## src/sv/ltp_pkg.sv

```systemverilog
`timescale 1ns / 1ps

package ltp_pkg;

	localparam int MAX_THREADS = 16;
	localparam int TICKET_BITS = 16;
	localparam int IDX_W       = $clog2(MAX_THREADS);
	localparam int CNT_W       = $clog2(MAX_THREADS + 1);
	localparam int CFG_W       = 5;
	localparam int SUM_W       = 20;
	localparam int ALU_W       = SUM_W + 1;
	localparam int RND_W       = 32;
	localparam int BIT_W       = $clog2(RND_W);

	localparam logic [1:0] KIND_LOAD     = 2'd0;
	localparam logic [1:0] KIND_DRAW     = 2'd1;
	localparam logic [1:0] KIND_COMPLETE = 2'd2;

	typedef struct packed {
		logic [1:0]             kind;
		logic [3:0]             thread_index;
		logic [TICKET_BITS-1:0] ticket_count;
		logic [RND_W-1:0]       random_value;
	} in_item_t;

	typedef struct packed {
		logic [3:0]       picked_thread;
		logic             picked_valid;
		logic             all_done;
		logic [SUM_W-1:0] tickets_in_play;
	} out_item_t;

	typedef enum logic [2:0] {
		ST_IDLE,
		ST_SUM,
		ST_MOD,
		ST_WALK,
		ST_OUT
	} ltp_state_t;

endpackage

```

## src/sv/lottery_thread_picker.sv

```systemverilog
`timescale 1ns / 1ps

// Channel   Direction  Signals                        Item
// in        in         in_valid, in_ready, in_data    in_item_t: load, draw or complete
// out       out        out_valid, out_ready, out_data out_item_t: pick and status
// cfg       in         cfg_valid, cfg_ready, cfg_data threads_in_use (always ready)
//
// Sequence: the sequencer and its one shared 21-bit add/subtract unit take each input
//   item in turn through a ticket-table pass, a bit-serial modulo of one bit a cycle,
//   and a second table pass for the pick; the modulo and the second pass run only for
//   a draw that picks.
// Reset: arst_n clears the ticket table, the completion marks, the current thread,
//   the output slot and sets threads_in_use to 16.
// Stalls: in_ready is high only while the sequencer is idle; a finished item sits in
//   the output register, so the next item may be accepted while out_ready is low.

module lottery_thread_picker
	import ltp_pkg::*;
(
	input  logic             clk,
	input  logic             arst_n,
	input  logic             in_valid,
	output logic             in_ready,
	input  in_item_t         in_data,
	output logic             out_valid,
	input  logic             out_ready,
	output out_item_t        out_data,
	input  logic             cfg_valid,
	output logic             cfg_ready,
	input  logic [CFG_W-1:0] cfg_data
);

	// state of the lottery
	logic [TICKET_BITS-1:0] table_q [MAX_THREADS];
	logic [MAX_THREADS-1:0] done_q;
	logic [IDX_W-1:0]       run_thread_q;
	logic                   run_valid_q;
	logic [CFG_W-1:0]       cfg_q;

	// sequencer and working registers
	ltp_state_t       state_q, state_d;
	in_item_t         item_q;
	logic [CNT_W-1:0] cnt_q;
	logic [CNT_W-1:0] dtot_q;
	logic [SUM_W-1:0] acc_q;
	logic [SUM_W-1:0] rem_q;
	logic [RND_W-1:0] rnd_q;
	logic [BIT_W-1:0] bit_q;
	logic             found_q;
	logic [IDX_W-1:0] pick_q;

	// output slot
	logic      out_valid_q;
	out_item_t out_q;

	// shared arithmetic unit
	logic [ALU_W-1:0] alu_a, alu_b;
	logic             alu_sub;
	logic [ALU_W:0]   alu_res;
	logic             alu_borrow;

	logic [CNT_W-1:0]       n_act;
	logic [IDX_W-1:0]       idx;
	logic [TICKET_BITS-1:0] ticket_rd;
	logic                   done_rd;
	logic                   walk_end;
	logic                   is_draw;
	logic                   start_mod;
	logic                   out_free;
	logic                   accept;

	// Clamp the register: zero acts as one, anything above the table acts as full.
	always_comb begin
		if (cfg_q == '0) begin
			n_act = CNT_W'(1);
		end else if (cfg_q > CFG_W'(MAX_THREADS)) begin
			n_act = CNT_W'(MAX_THREADS);
		end else begin
			n_act = CNT_W'(cfg_q);
		end
	end

	assign idx       = cnt_q[IDX_W-1:0];
	assign ticket_rd = table_q[idx];
	assign done_rd   = done_q[idx];
	assign walk_end  = (cnt_q == n_act);
	assign is_draw   = (item_q.kind == KIND_DRAW) || (item_q.kind == KIND_COMPLETE);
	// Draw only with threads left and tickets in play; never take a modulo by zero.
	assign start_mod = is_draw && (dtot_q != n_act) && (acc_q != '0);
	assign out_free  = !out_valid_q || out_ready;
	assign accept    = in_valid && in_ready;

	// Next state
	always_comb begin
		state_d = state_q;
		unique case (state_q)
			ST_IDLE: begin
				if (in_valid) state_d = ST_SUM;
			end
			ST_SUM: begin
				if (walk_end) state_d = start_mod ? ST_MOD : ST_OUT;
			end
			ST_MOD: begin
				if (bit_q == BIT_W'(RND_W - 1)) state_d = ST_WALK;
			end
			ST_WALK: begin
				if (walk_end || (!done_rd && alu_borrow)) state_d = ST_OUT;
			end
			ST_OUT: begin
				if (out_free) state_d = ST_IDLE;
			end
			default: state_d = ST_IDLE;
		endcase
	end

	// Sequencer outputs: handshakes and the operands of the shared unit
	always_comb begin
		in_ready  = (state_q == ST_IDLE);
		cfg_ready = 1'b1;
		alu_a     = {1'b0, acc_q};
		alu_b     = ALU_W'(ticket_rd);
		alu_sub   = 1'b0;
		unique case (state_q)
			ST_MOD: begin
				// shift in the next dividend bit, trial-subtract the tickets in play
				alu_a   = {rem_q, rnd_q[RND_W-1]};
				alu_b   = {1'b0, acc_q};
				alu_sub = 1'b1;
			end
			ST_WALK: begin
				// borrow means this thread's tickets cover what is left of the target
				alu_a   = {1'b0, rem_q};
				alu_b   = ALU_W'(ticket_rd);
				alu_sub = 1'b1;
			end
			default: begin
				alu_sub = 1'b0;
			end
		endcase
	end

	assign alu_res    = alu_sub ? ({1'b0, alu_a} - {1'b0, alu_b})
	                            : ({1'b0, alu_a} + {1'b0, alu_b});
	assign alu_borrow = alu_res[ALU_W];

	// Control state
	always_ff @(posedge clk or negedge arst_n) begin
		if (!arst_n) begin
			state_q      <= ST_IDLE;
			for (int i = 0; i < MAX_THREADS; i++) table_q[i] <= '0;
			done_q       <= '0;
			run_thread_q <= '0;
			run_valid_q  <= 1'b0;
			cfg_q        <= CFG_W'(16);
			out_valid_q  <= 1'b0;
		end else begin
			state_q <= state_d;
			if (cfg_valid && cfg_ready) cfg_q <= cfg_data;

			if (accept) begin
				if (in_data.kind == KIND_LOAD) begin
					table_q[in_data.thread_index[IDX_W-1:0]] <= in_data.ticket_count;
					done_q[in_data.thread_index[IDX_W-1:0]]  <= 1'b0;
				end else if (in_data.kind == KIND_COMPLETE && run_valid_q &&
				             (CNT_W'(run_thread_q) < n_act)) begin
					// retire the current thread before the draw
					done_q[run_thread_q] <= 1'b1;
				end
			end

			if (state_q == ST_OUT && out_free) begin
				out_valid_q <= 1'b1;
				if (is_draw) begin
					run_valid_q <= found_q;
					if (found_q) run_thread_q <= pick_q;
				end
			end else if (out_ready) begin
				out_valid_q <= 1'b0;
			end
		end
	end

	// Working registers
	always_ff @(posedge clk) begin
		unique case (state_q)
			ST_IDLE: begin
				if (accept) begin
					item_q  <= in_data;
					cnt_q   <= '0;
					dtot_q  <= '0;
					acc_q   <= '0;
					found_q <= 1'b0;
					pick_q  <= '0;
				end
			end
			ST_SUM: begin
				if (!walk_end) begin
					if (done_rd) dtot_q <= dtot_q + CNT_W'(1);
					else acc_q <= alu_res[SUM_W-1:0];
					cnt_q <= cnt_q + CNT_W'(1);
				end else begin
					rem_q <= '0;
					bit_q <= '0;
					rnd_q <= item_q.random_value;
					cnt_q <= '0;
				end
			end
			ST_MOD: begin
				// restoring step: keep the difference unless it went negative
				rem_q <= alu_borrow ? alu_a[SUM_W-1:0] : alu_res[SUM_W-1:0];
				rnd_q <= {rnd_q[RND_W-2:0], 1'b0};
				bit_q <= bit_q + BIT_W'(1);
			end
			ST_WALK: begin
				if (!walk_end) begin
					if (!done_rd) begin
						if (alu_borrow) begin
							found_q <= 1'b1;
							pick_q  <= idx;
						end else begin
							rem_q <= alu_res[SUM_W-1:0];
						end
					end
					cnt_q <= cnt_q + CNT_W'(1);
				end
			end
			ST_OUT: begin
				if (out_free) begin
					out_q.picked_thread   <= found_q ? 4'(pick_q) : 4'd0;
					out_q.picked_valid    <= found_q;
					out_q.all_done        <= (dtot_q == n_act);
					// sixteen entries of sixteen bits never exceed the 20-bit limit
					out_q.tickets_in_play <= acc_q;
				end
			end
			default: begin
				cnt_q <= cnt_q;
			end
		endcase
	end

	assign out_valid = out_valid_q;
	assign out_data  = out_q;

`ifndef SYNTHESIS
	a_accept_starts_pass: assert property (@(posedge clk) disable iff (!arst_n)
		accept |=> state_q == ST_SUM)
		else $error("accepted item did not start the ticket pass");

	a_done_within_pass: assert property (@(posedge clk) disable iff (!arst_n)
		state_q == ST_SUM |-> dtot_q <= cnt_q)
		else $error("completed count ran ahead of the pass");

	a_target_below_sum: assert property (@(posedge clk) disable iff (!arst_n)
		state_q == ST_WALK |-> rem_q < acc_q)
		else $error("draw target not below tickets in play");

	a_pick_unfinished: assert property (@(posedge clk) disable iff (!arst_n)
		(state_q == ST_OUT && found_q) |-> !done_q[pick_q])
		else $error("picked a completed thread");

	a_pick_not_all_done: assert property (@(posedge clk) disable iff (!arst_n)
		out_valid_q |-> !(out_q.picked_valid && out_q.all_done))
		else $error("pick reported with every thread done");
`endif

endmodule
```

## config.mk

```make
export PLATFORM = sky130hd
export DESIGN_NAME = lottery_thread_picker
export DESIGN_NICKNAME = d
export VERILOG_FILES = /design/src/sv/ltp_pkg.sv /design/src/sv/lottery_thread_picker.sv
export SDC_FILE = /design/constraint.sdc
export NUM_CORES = 1
export LEC_CHECK = 0
export ABC_AREA = 1
export ABC_CLOCK_PERIOD_IN_PS = 12400
export BUFFER_PORTS_ARGS = -buffer_cell sky130_fd_sc_hd__buf_2
export CORE_MARGIN = 2
export CORE_UTILIZATION = 60
export DETAILED_ROUTE_END_ITERATION = 10
export MAX_ROUTING_LAYER = met4
export PLACE_DENSITY = 0.79
export SLEW_MARGIN = 20
export SYNTH_ARGS = -nofsm -noshare
export SYNTH_HDL_FRONTEND = slang
export SYNTH_SLANG_ARGS = --single-unit
```

## constraint.sdc

```tcl
create_clock -name clk -period 12.4 [get_ports clk]
set_clock_uncertainty 0.05 [all_clocks]
set_input_delay 0.62 -clock clk [delete_from_list [all_inputs] [get_ports clk]]
set_output_delay 0.62 -clock clk [all_outputs]
set_load 0.03 [all_outputs]
```

# ---- After elaboration in Yosys (flattened, before gate mapping)
# Index checks and enable logic that the tools add are counted.
dict set report op_classes {
  n_eq_ne 24
  n_reduce_logical 40
  muxes 60
  n_lt_le_gt_ge 10
  bitwise_logic 5
  add_sub_neg 5
}
# operator count
set op_table {}
lappend op_table {{256-bit bitwise mux} 1}
lappend op_table {{20-bit two-way mux} 9}
lappend op_table {{16-bit two-way mux} 5}
lappend op_table {{16-bit binary-select mux with 4-bit select} 1}
lappend op_table {{16-bit demux with 4-bit select} 1}
lappend op_table {{32-bit case mux with 2 select lines} 1}
lappend op_table {{20-bit case mux with 3 select lines} 1}
lappend op_table {{21-bit case mux with 2 select lines} 1}
lappend op_table {{5-bit two-way mux} 8}
lappend op_table {{20-bit case mux with 2 select lines} 1}
lappend op_table {{32-bit two-way mux} 1}
lappend op_table {{2-bit inequality test, second input constant} 12}
lappend op_table {{21-bit by 21-bit adder with 22-bit output} 1}
lappend op_table {{22-bit two-way mux} 1}
lappend op_table {{21-bit by 21-bit subtractor with 22-bit output} 1}
lappend op_table {{5-bit case mux with 2 select lines} 2}
lappend op_table {{20-bit nonzero test} 1}
lappend op_table {{3-bit two-way mux} 6}
lappend op_table {{16-bit AND} 1}
lappend op_table {{4-bit two-way mux} 4}
lappend op_table {{16-bit NOT} 1}
lappend op_table {{16-bit bitwise OR} 1}
lappend op_table {{5-bit by 1-bit adder with 5-bit output, second input constant} 3}
lappend op_table {{4-bit by 5-bit < comparator with 1-bit output, second input constant} 3}
lappend op_table {{35 further kinds} 77}
dict set report word_totals {
  in_bits 64
  output_inout_bits 29
  ff_bits 438
}

# ---- Logic depth before layout (Yosys ltp)
# Gate-level depths: netlist of the first run.
dict set report depth {
  depth_word 11
  depth_mapped 34
  depth_no_buf 32
}

# ---- Least setup slack after synthesis of the first run
# OpenSTA, ideal clock, no wires.
dict set report synth_path {
  kind {register to register}
  start {register cnt_q[1]}
  end {register bit_q[0] (enable)}
  synth_period_minus_slack_ns 4.566
  path_stages_with_launch 9
  setup_slack_ns 7.834
  t_arrival_ns 4.033
  setup_time_ns 0.483
  path_cell_list {edfxtp_1 > buf_2 > clkbuf_1 > nor2_1 > o21ai_0 > o21ai_0 > a211oi_1 > nand2_1 > o21ai_0}
}
dict set report synth_via {
  elab_chain_cells 3
}
# item line
set synth_rtl {}
lappend synth_rtl {{from (decl)} lottery_thread_picker.sv:43} ;# logic [CNT_W-1:0] cnt_q;
lappend synth_rtl {{from (signal assigned)} lottery_thread_picker.sv:200} ;# cnt_q <= cnt_q + CNT_W'(1);
lappend synth_rtl {{from (signal assigned)} lottery_thread_picker.sv:224} ;# cnt_q <= cnt_q + CNT_W'(1);
lappend synth_rtl {{from (signal assigned)} lottery_thread_picker.sv:237} ;# cnt_q <= cnt_q;
lappend synth_rtl {{5-bit == test} lottery_thread_picker.sv:86} ;# assign walk_end = (cnt_q == n_act);
lappend synth_rtl {{2-bit inequality test (no source line)} -}
lappend synth_rtl {{2-bit AND reduction (no source line)} -}
lappend synth_rtl {{to (signal assigned)} lottery_thread_picker.sv:212} ;# bit_q <= bit_q + BIT_W'(1);
lappend synth_rtl {{to (decl)} lottery_thread_picker.sv:48} ;# logic [BIT_W-1:0] bit_q;
# No other way between the ends.
# A chain may end at the register's enable or synchronous reset.

# ---- Final worst setup path of the first run
dict set report layout_path {
  start {register cnt_q[0]}
  end {register rem_q[8] (enable)}
}
dict set report layout_via {
  elab_chain_cells 9
  word_cells_on_any_way 16
  classes_between {2 x add/sub; 5 x eq/ne; 7 x mux; 1 x bitwise; 1 x reduce/logical}
}
# item line
set layout_rtl {}
lappend layout_rtl {{4-bit NOT with 5-bit output (not written as such)} lottery_thread_picker.sv:84} ;# assign ticket_rd = table_q[idx];
lappend layout_rtl {{16-bit binary-select mux with 4-bit select} lottery_thread_picker.sv:84}
lappend layout_rtl {{16-bit two-way mux (not written as such) (2 in a row)} lottery_thread_picker.sv:84}
lappend layout_rtl {{20-bit two-way mux} lottery_thread_picker.sv:123} ;# unique case (state_q)
lappend layout_rtl {{21-bit by 21-bit adder with 22-bit output or 21-bit by 21-bit subtractor with 22-bit output (tied branches)} {lottery_thread_picker.sv:143, lottery_thread_picker.sv:142}}
lappend layout_rtl {{22-bit two-way mux} lottery_thread_picker.sv:142} ;# assign alu_res = alu_sub ? ({1'b0, alu_a} - {1'b0, alu_b})
lappend layout_rtl {{2-bit inequality test (no source line)} -}
lappend layout_rtl {{5-bit AND reduction (no source line) (*)} -}
lappend layout_rtl {{to (signal assigned)} lottery_thread_picker.sv:210} ;# rem_q <= alu_borrow ? alu_a[SUM_W-1:0] : alu_res[SUM_W-1:0];
lappend layout_rtl {{to (signal assigned)} lottery_thread_picker.sv:221} ;# rem_q <= alu_res[SUM_W-1:0];
lappend layout_rtl {{to (decl)} lottery_thread_picker.sv:46} ;# logic [SUM_W-1:0] rem_q;
# Mark *: on every way between the ends. The rest lies on a longest branch, timed or not. The select of a mux whose other input is x is not followed.

==> flow_metrics.env, run 1 <==
export IMPL_wire_per_inst_um=18.7
export IMPL_nets=2648
export IMPL_place_gp_congestion=0.962
export IMPL_final_area_um2=23600
export IMPL_postSynthAreaPerCell_um2=8.44
export IMPL_hpwl_um=34600
export IMPL_ios=93
export IMPL_ys_ff_latch=438
export IMPL_initial_core_util_pct=60.6
export IMPL_status="complete, no violations"
export IMPL_worstHoldPathType="input pin to flip-flop"
export IMPL_syn_inst=2534
export IMPL_drt_iter0_markers=2055
export IMPL_seq_area_frac_synth_pct=54.8
export IMPL_synth_edff_count=152
export IMPL_clk_path_buf_depth=3
export IMPL_cts_root_buf="clkbuf_16"
export IMPL_arrival_ns=6.53
export IMPL_io_buffer_count=91
export IMPL_grt_max_degree=144
export IMPL_fmax_ghz=0.157
export IMPL_async_flop_share_pct=65.3
export IMPL_start_kind="flip-flop"
export IMPL_clkTransAtPathRegs_ns=0.06
export IMPL_timing_final_crit_share_pct=51.5
export IMPL_die_area_um2=37200
export IMPL_clkSinkCount=438
export IMPL_areaGrowthSynthToFinish_pct=10.5
export IMPL_num_vias=17981
export IMPL_placed_cell_area_um2=21900
export IMPL_antenna_found_initial=0
export IMPL_finalHoldViolCount=0
export IMPL_cts_resized=0
export IMPL_die_height_um=193
export IMPL_clk_latency_ns=0.59
export IMPL_track_usage_pct=32.2
export IMPL_power_density_nw_per_um2=296
export IMPL_grt_overflow_total=0
export IMPL_cp_common_cell="nand3_1"
export IMPL_p_leak_nw=10.8
export IMPL_min_period_ns=6.39
export IMPL_critPathKind="flip-flop to flip-flop"
export IMPL_viasPerCell=5.89
export IMPL_fp_dieW_um=193
export IMPL_yosysWarnings=0
export IMPL_final_cells=3052
export IMPL_ys_types=49
export IMPL_timing_final_ws_setup_ns=6.01
export IMPL_drive_above_1_share_pct=9.30
export IMPL_placementRows=69
export IMPL_cts_made_buffers=47
export IMPL_drv_slew=0
export IMPL_tightest_slew_ns=1.16
export IMPL_drc_errors=0
export IMPL_max_stage_delay_ns=0.76
export IMPL_cts_tree="done"
export IMPL_required_ns=12.54
export IMPL_slew_headroom_pct=22.5
export IMPL_dp_worst_setup_slack_ns=6.12
export IMPL_core_area_um2=35300
export IMPL_drt_wl_total_um=56900
export IMPL_fin_tns_setup_ns=0
export IMPL_setup_viol=0
export IMPL_h_tree_depth=2
export IMPL_rsz0062_at_grt="no"
export IMPL_worstPathMaxFanout=74
export IMPL_maxCapViolCount=0
export IMPL_ant_nets=0
export IMPL_firstDrtPassIters=8
export IMPL_irDropWorstVdd_mv=0.216
export IMPL_critPathCaptureType="flip-flop"
export IMPL_synthesis_area_um2=21400
export IMPL_place_inst=2963
export IMPL_syn_num_nets=2628
export IMPL_n_antenna_cell=0
export IMPL_grt_pass1_vias=16734
export IMPL_grt_pass1_wl_um=90000
export IMPL_crit_path_top_delay_cell="buf_4"
export IMPL_synth_top_flop_cell="dfrtp_1"
routing by layer:
layer	vias up	track usage [%]	routed length (um)
met5	-	-	0
met1	8508	45.0	24300
met4	0	12.2	1780
met3	146	5.44	5280
met2	912	47.2	25500
li1	8415	-	-
cells in the mapped netlist (6+ instances only):
cell / count / area, um^2
buf_1: 9 / 33.8
nor3_1: 7 / 35.0
ha_1: 29 / 363
a31oi_1: 36 / 225
nand2_1: 873 / 3280
a21oi_1: 78 / 390
xor2_1: 27 / 236
nand4_1: 12 / 75.1
o22ai_1: 17 / 106
nand2_2: 6 / 37.5
dfrtp_1: 285 / 7130
inv_1: 140 / 526
buf_2: 30 / 150
xnor2_1: 15 / 131
nor2_1: 133 / 499
nand3_1: 165 / 826
edfxtp_1: 152 / 4560
buf_4: 13 / 97.6
o21ai_1: 10 / 50.1
clkbuf_1: 88 / 330
buf_6: 12 / 135
o211ai_1: 10 / 75.1
o21ai_0: 329 / 1650
sequential cells by signal (all words and copies together) (netlist names):
name / count
table_q: 256
item_q: 34
rnd_q: 32
out_data: 26
acc_q: 20
rem_q: 20
done_q: 16
bit_q: 5
cfg_q: 5
cnt_q: 5
dtot_q: 5
pick_q: 4
run_thread_q: 4
state_q: 3
found_q: 1
out_valid: 1
run_valid_q: 1
cells by family (layout without fill, tap and decap cells):
kind of cell | count (synthesis) | after routing | synth area share, %
compound gates | 498 | 498 | 12.3
xor+xnor | 42 | 42 | 1.72
fa+ha+maj | 30 | 30 | 1.79
buf+inv | 301 | 358 | 6.12
flops | 438 | 438 | 54.8
mux | 4 | 4 | 0.211
other cells | 1 | 1 | 0.0175
simple gates | 1220 | 1220 | 23.0
cell type report:
| class | count | area, um^2 |
|---|---|---|
| Clock buffer | 61 | 1320 |
| Clock inverter | 25 | 300 |
| Fill cell | 2825 | 11700 |
| Inverter | 149 | 562 |
| Multi-Input combinational cell | 1795 | 8410 |
| Sequential cell | 438 | 11700 |
| Tap cell | 461 | 577 |
| Timing Repair Buffer | 123 | 748 |
worst max-delay path: cells and delay by family (launching register included):
family,cells,cell delay (ns)
DFF,1,0.39
and+or+nand+nor,19,2.26
xor gates and xnor gates,1,0.16
AOI/OAI and AO/OA,3,0.54
adders and majority gates,2,0.51
buffers and inverters,3,2.04
path summary, 6_finish.rpt:
kind                               from      endpoint  slack, ns  cells past startpoint
setup / recovery               cnt_q[0]      rem_q[8]       6.01                     28
hold / removal               in_data[8]     item_q[8]       0.17                      1
max in group asynchronous        arst_n    table_q[4]       9.55                      4
hold reg to reg            table_q[205]  table_q[205]       0.43                      2
min in group asynchronous        arst_n  table_q[109]       0.50                      2
setup reg to reg               cnt_q[0]      rem_q[8]       6.01                     28
metrics by stage:
stage	power, mW	utilization (%)	hold WS [ns]
after global placement	5.36	62.2	0.409
after detailed placement	5.44	62.2	0.419
after floorplan	4.63	-	0.274
final	6.99	67.0	0.171
after global routing	7.46	67.0	0.154
after CTS	6.94	66.8	0.150
where the power goes:
part           internal, mW  total [mW]  leakage [nW]  switching [mW]
registers              1.99        2.23          5.33           0.233
clock network         0.879        1.47         0.803           0.587
logic                  1.03        3.30          4.68            2.26
total                  3.91        6.99          10.8            3.08
repair_timing:
item                                   4_1_cts  5_1_grt
endpoints found under the hold margin        0       50
buffers inserted                             0        0
hold buffers                                 0        1
cells in the final DEF, fill, tap and decap left out, drive strengths merged, types with 2 or more instances in the layout:
cell      instances
o21ai           339
xor2             27
nor3b             2
buf             122
xnor2            15
o21bai            5
o22ai            17
inv             147
a21oi            78
dfrtp           285
clkinv           19
nor3              7
clkinvlp          2
mux2              4
o211ai           11
ha               29
nand4            12
a31oi            36
nand3           167
nand2           880
nor2            139
o21a              4
bufinv            6
or2               7
clkbuf           61
edfxtp          152
o31ai             2
nor4              5
No activity file was read; power rests on OpenSTA's default activity.
==> run 2, diff against run 1 <==
--- a/config.mk
+++ b/config.mk
@@ -6,7 +6,7 @@
 export NUM_CORES = 1
 export LEC_CHECK = 0
 export ABC_AREA = 1
-export ABC_CLOCK_PERIOD_IN_PS = 12400
+export ABC_CLOCK_PERIOD_IN_PS = 6100
 export BUFFER_PORTS_ARGS = -buffer_cell sky130_fd_sc_hd__buf_2
 export CORE_MARGIN = 2
 export CORE_UTILIZATION = 60
==> constraint.sdc (replaced) <==
create_clock -name clk -period 6.1 [get_ports clk]
set_clock_uncertainty 0.05 [all_clocks]
set_input_delay 0.305 -clock clk [delete_from_list [all_inputs] [get_ports clk]]
set_output_delay 0.305 -clock clk [all_outputs]
set_load 0.03 [all_outputs]
==> flow_metrics.env, run 2 (synthesis gave the netlist of run 1 again) <==
export IMPL_fmax_ghz=0.182
export IMPL_setup_viol=0
export IMPL_drive_above_1_share_pct=9.31
export IMPL_wl_met3_um=5490
export IMPL_place_inst=2977
export IMPL_finalHoldViolCount=0
export IMPL_largest_reg_flops=256
export IMPL_areaGrowthSynthToFinish_pct=13.0
export IMPL_hpwl_um=35400
export IMPL_place_gp_congestion=0.958
export IMPL_timing_final_crit_share_pct=89.8
export IMPL_start_kind="flip-flop"
export IMPL_firstDrtPassIters=6
export IMPL_clk_path_buf_depth=3
export IMPL_ant_nets=0
export IMPL_arrival_ns=5.66
export IMPL_timing_final_ws_setup_ns=0.619
export IMPL_grt_pass1_wl_um=93500
export IMPL_initial_core_util_pct=60.6
export IMPL_grt_overflow_total=0
export IMPL_die_height_um=193
export IMPL_clk_latency_ns=0.59
export IMPL_ios=93
export IMPL_r2r_end="pick_q[2]"
export IMPL_core_area_um2=35300
export IMPL_cts_made_buffers=46
export IMPL_num_vias=18300
export IMPL_reg2reg_slack_ns=0.62
export IMPL_final_cells=3114
export IMPL_power_density_nw_per_um2=591
export IMPL_reg_top3="table_q x256, item_q x34, rnd_q x32"
export IMPL_routed_top_layer="met4"
export IMPL_min_path_cells=3
export IMPL_die_area_um2=37200
export IMPL_met2RoutedLength_um=27000
export IMPL_rsz0062_at_grt="no"
export IMPL_clkTransAtPathRegs_ns=0.06
export IMPL_io_buffer_count=91
export IMPL_grt_max_degree=164
export IMPL_h_tree_depth=2
export IMPL_maxCapViolCount=0
export IMPL_cts_resized=0
export IMPL_critPathCaptureType="flip-flop"
export IMPL_critPathKind="flip-flop to flip-flop"
export IMPL_worstHoldPathType="input pin to flip-flop"
export IMPL_fp_dieW_um=193
export IMPL_dp_worst_setup_slack_ns=0.723
export IMPL_fill_cells=2750
export IMPL_tightest_slew_ns=0.978
export IMPL_layout_common_cells="nand2_1, o21ai_0, dfrtp_1, nand3_1, edfxtp_1"
export IMPL_placementRows=69
export IMPL_worstReg2RegStart="cnt_q[0]"
export IMPL_drt_iter0_markers=2077
export IMPL_required_ns=6.28
export IMPL_n_antenna_cell=0
export IMPL_drv_slew=0
export IMPL_p_leak_nw=11.0
export IMPL_track_usage_pct=33.5
export IMPL_wl_met1_um=24700
export IMPL_status="complete, no violations"
export IMPL_irDropWorstVdd_mv=0.425
export IMPL_grt_pass1_vias=17685
export IMPL_worstPathMaxFanout=41
export IMPL_slew_headroom_pct=34.6
export IMPL_cts_tree="done"
export IMPL_min_period_ns=5.48
export IMPL_regMostFlops="table_q"
export IMPL_wire_per_inst_um=19.0
export IMPL_antenna_found_initial=0
export IMPL_viasPerCell=5.88
export IMPL_drc_errors=0
export IMPL_fin_tns_setup_ns=0
export IMPL_final_common_cell="nand2_1"
export IMPL_drt_wl_total_um=59200
export IMPL_cts_root_buf="clkbuf_16"
export IMPL_reg2reg_depth=27
export IMPL_clkSinkCount=438
export IMPL_hold_end="table_q[48]"
export IMPL_hold_start="in_data[32]"
export IMPL_nets=2711
==> run 2: final cells by class <==
type / instances / area (um^2) / area share [%]
sequential: 438 / 11700 / 48.5
clock inverter: 14 / 170 / 0.704
tap: 461 / 577 / 2.39
clock buffer: 70 / 1360 / 5.63
inverter: 149 / 562 / 2.32
timing repair buffer: 187 / 1380 / 5.72
multi-input combinational: 1795 / 8400 / 34.7
==> run 2: worst max-delay path, stage by stage (launching register included) <==
cell      delay, ns
edfxtp_1       0.48
inv_4          0.43
nand2_1        0.13
o211ai_2       0.08
nand3_1        0.08
nand3_1        0.11
nand3_1        0.18
nand2_1        0.20
ha_1           0.21
nand3_1        0.10
nor2_2         0.14
nand4_1        0.12
o21ai_0        0.29
nand2_1        0.10
xor2_1         0.16
ha_1           0.38
nand2_1        0.11
nor4_1         0.35
nand4_1        0.15
nand3_1        0.17
nand2_1        0.07
nand2_1        0.06
nand3_1        0.13
nand2_1        0.12
nand2_1        0.07
nand2_2        0.15
nand2_1        0.10
a21oi_1        0.41
==> run 2: worst max path at each step <==
stage,start,endpoint,slack [ns],cells after the start
6_report,cnt_q[0],pick_q[2],0.62,27
3_3_place_gp,cnt_q[0],pick_q[0],0.95,29
5_1_grt,cnt_q[0],pick_q[2],0.13,29
2_1_floorplan,cnt_q[1],bit_q[0],1.53,8
4_1_cts,cnt_q[0],pick_q[0],0.70,27
3_5_place_dp,cnt_q[0],pick_q[0],0.72,29
==> run 2: stage by stage <==
step | utilization [%] | power (mW) | cell area [um^2] | hold slack [ns]
5_1_grt | 68.5 | 15.2 | 24200 | 0.203
3_5_place_dp | 62.5 | 11.2 | 22100 | 0.422
3_3_place_gp | 62.5 | 11.0 | 22100 | 0.410
4_1_cts | 68.3 | 14.1 | 24100 | 0.157
6_report | 68.5 | 14.3 | 24200 | 0.176
2_1_floorplan | - | 9.41 | 21400 | -0.0406
==> run 2: power by group <==
part	internal (mW)	switching, mW
Sequential	4.05	0.467
Clock	1.67	1.19
Combinational	2.20	4.71
==> run 2: routing by layer <==
metal  up-vias  GRT usage [%]
met5         -              -
met4         0           12.4
met3       150           6.69
met2       890           50.2
met1      8733           45.3
li1       8527              -
==> run 2: repair_timing <==
| action | 4_1_cts | 5_1_grt |
|---|---|---|
| endpoints found under the hold margin | 162 | 0 |
| hold buffers | 51 | 0 |
| setup buffers | 0 | 0 |
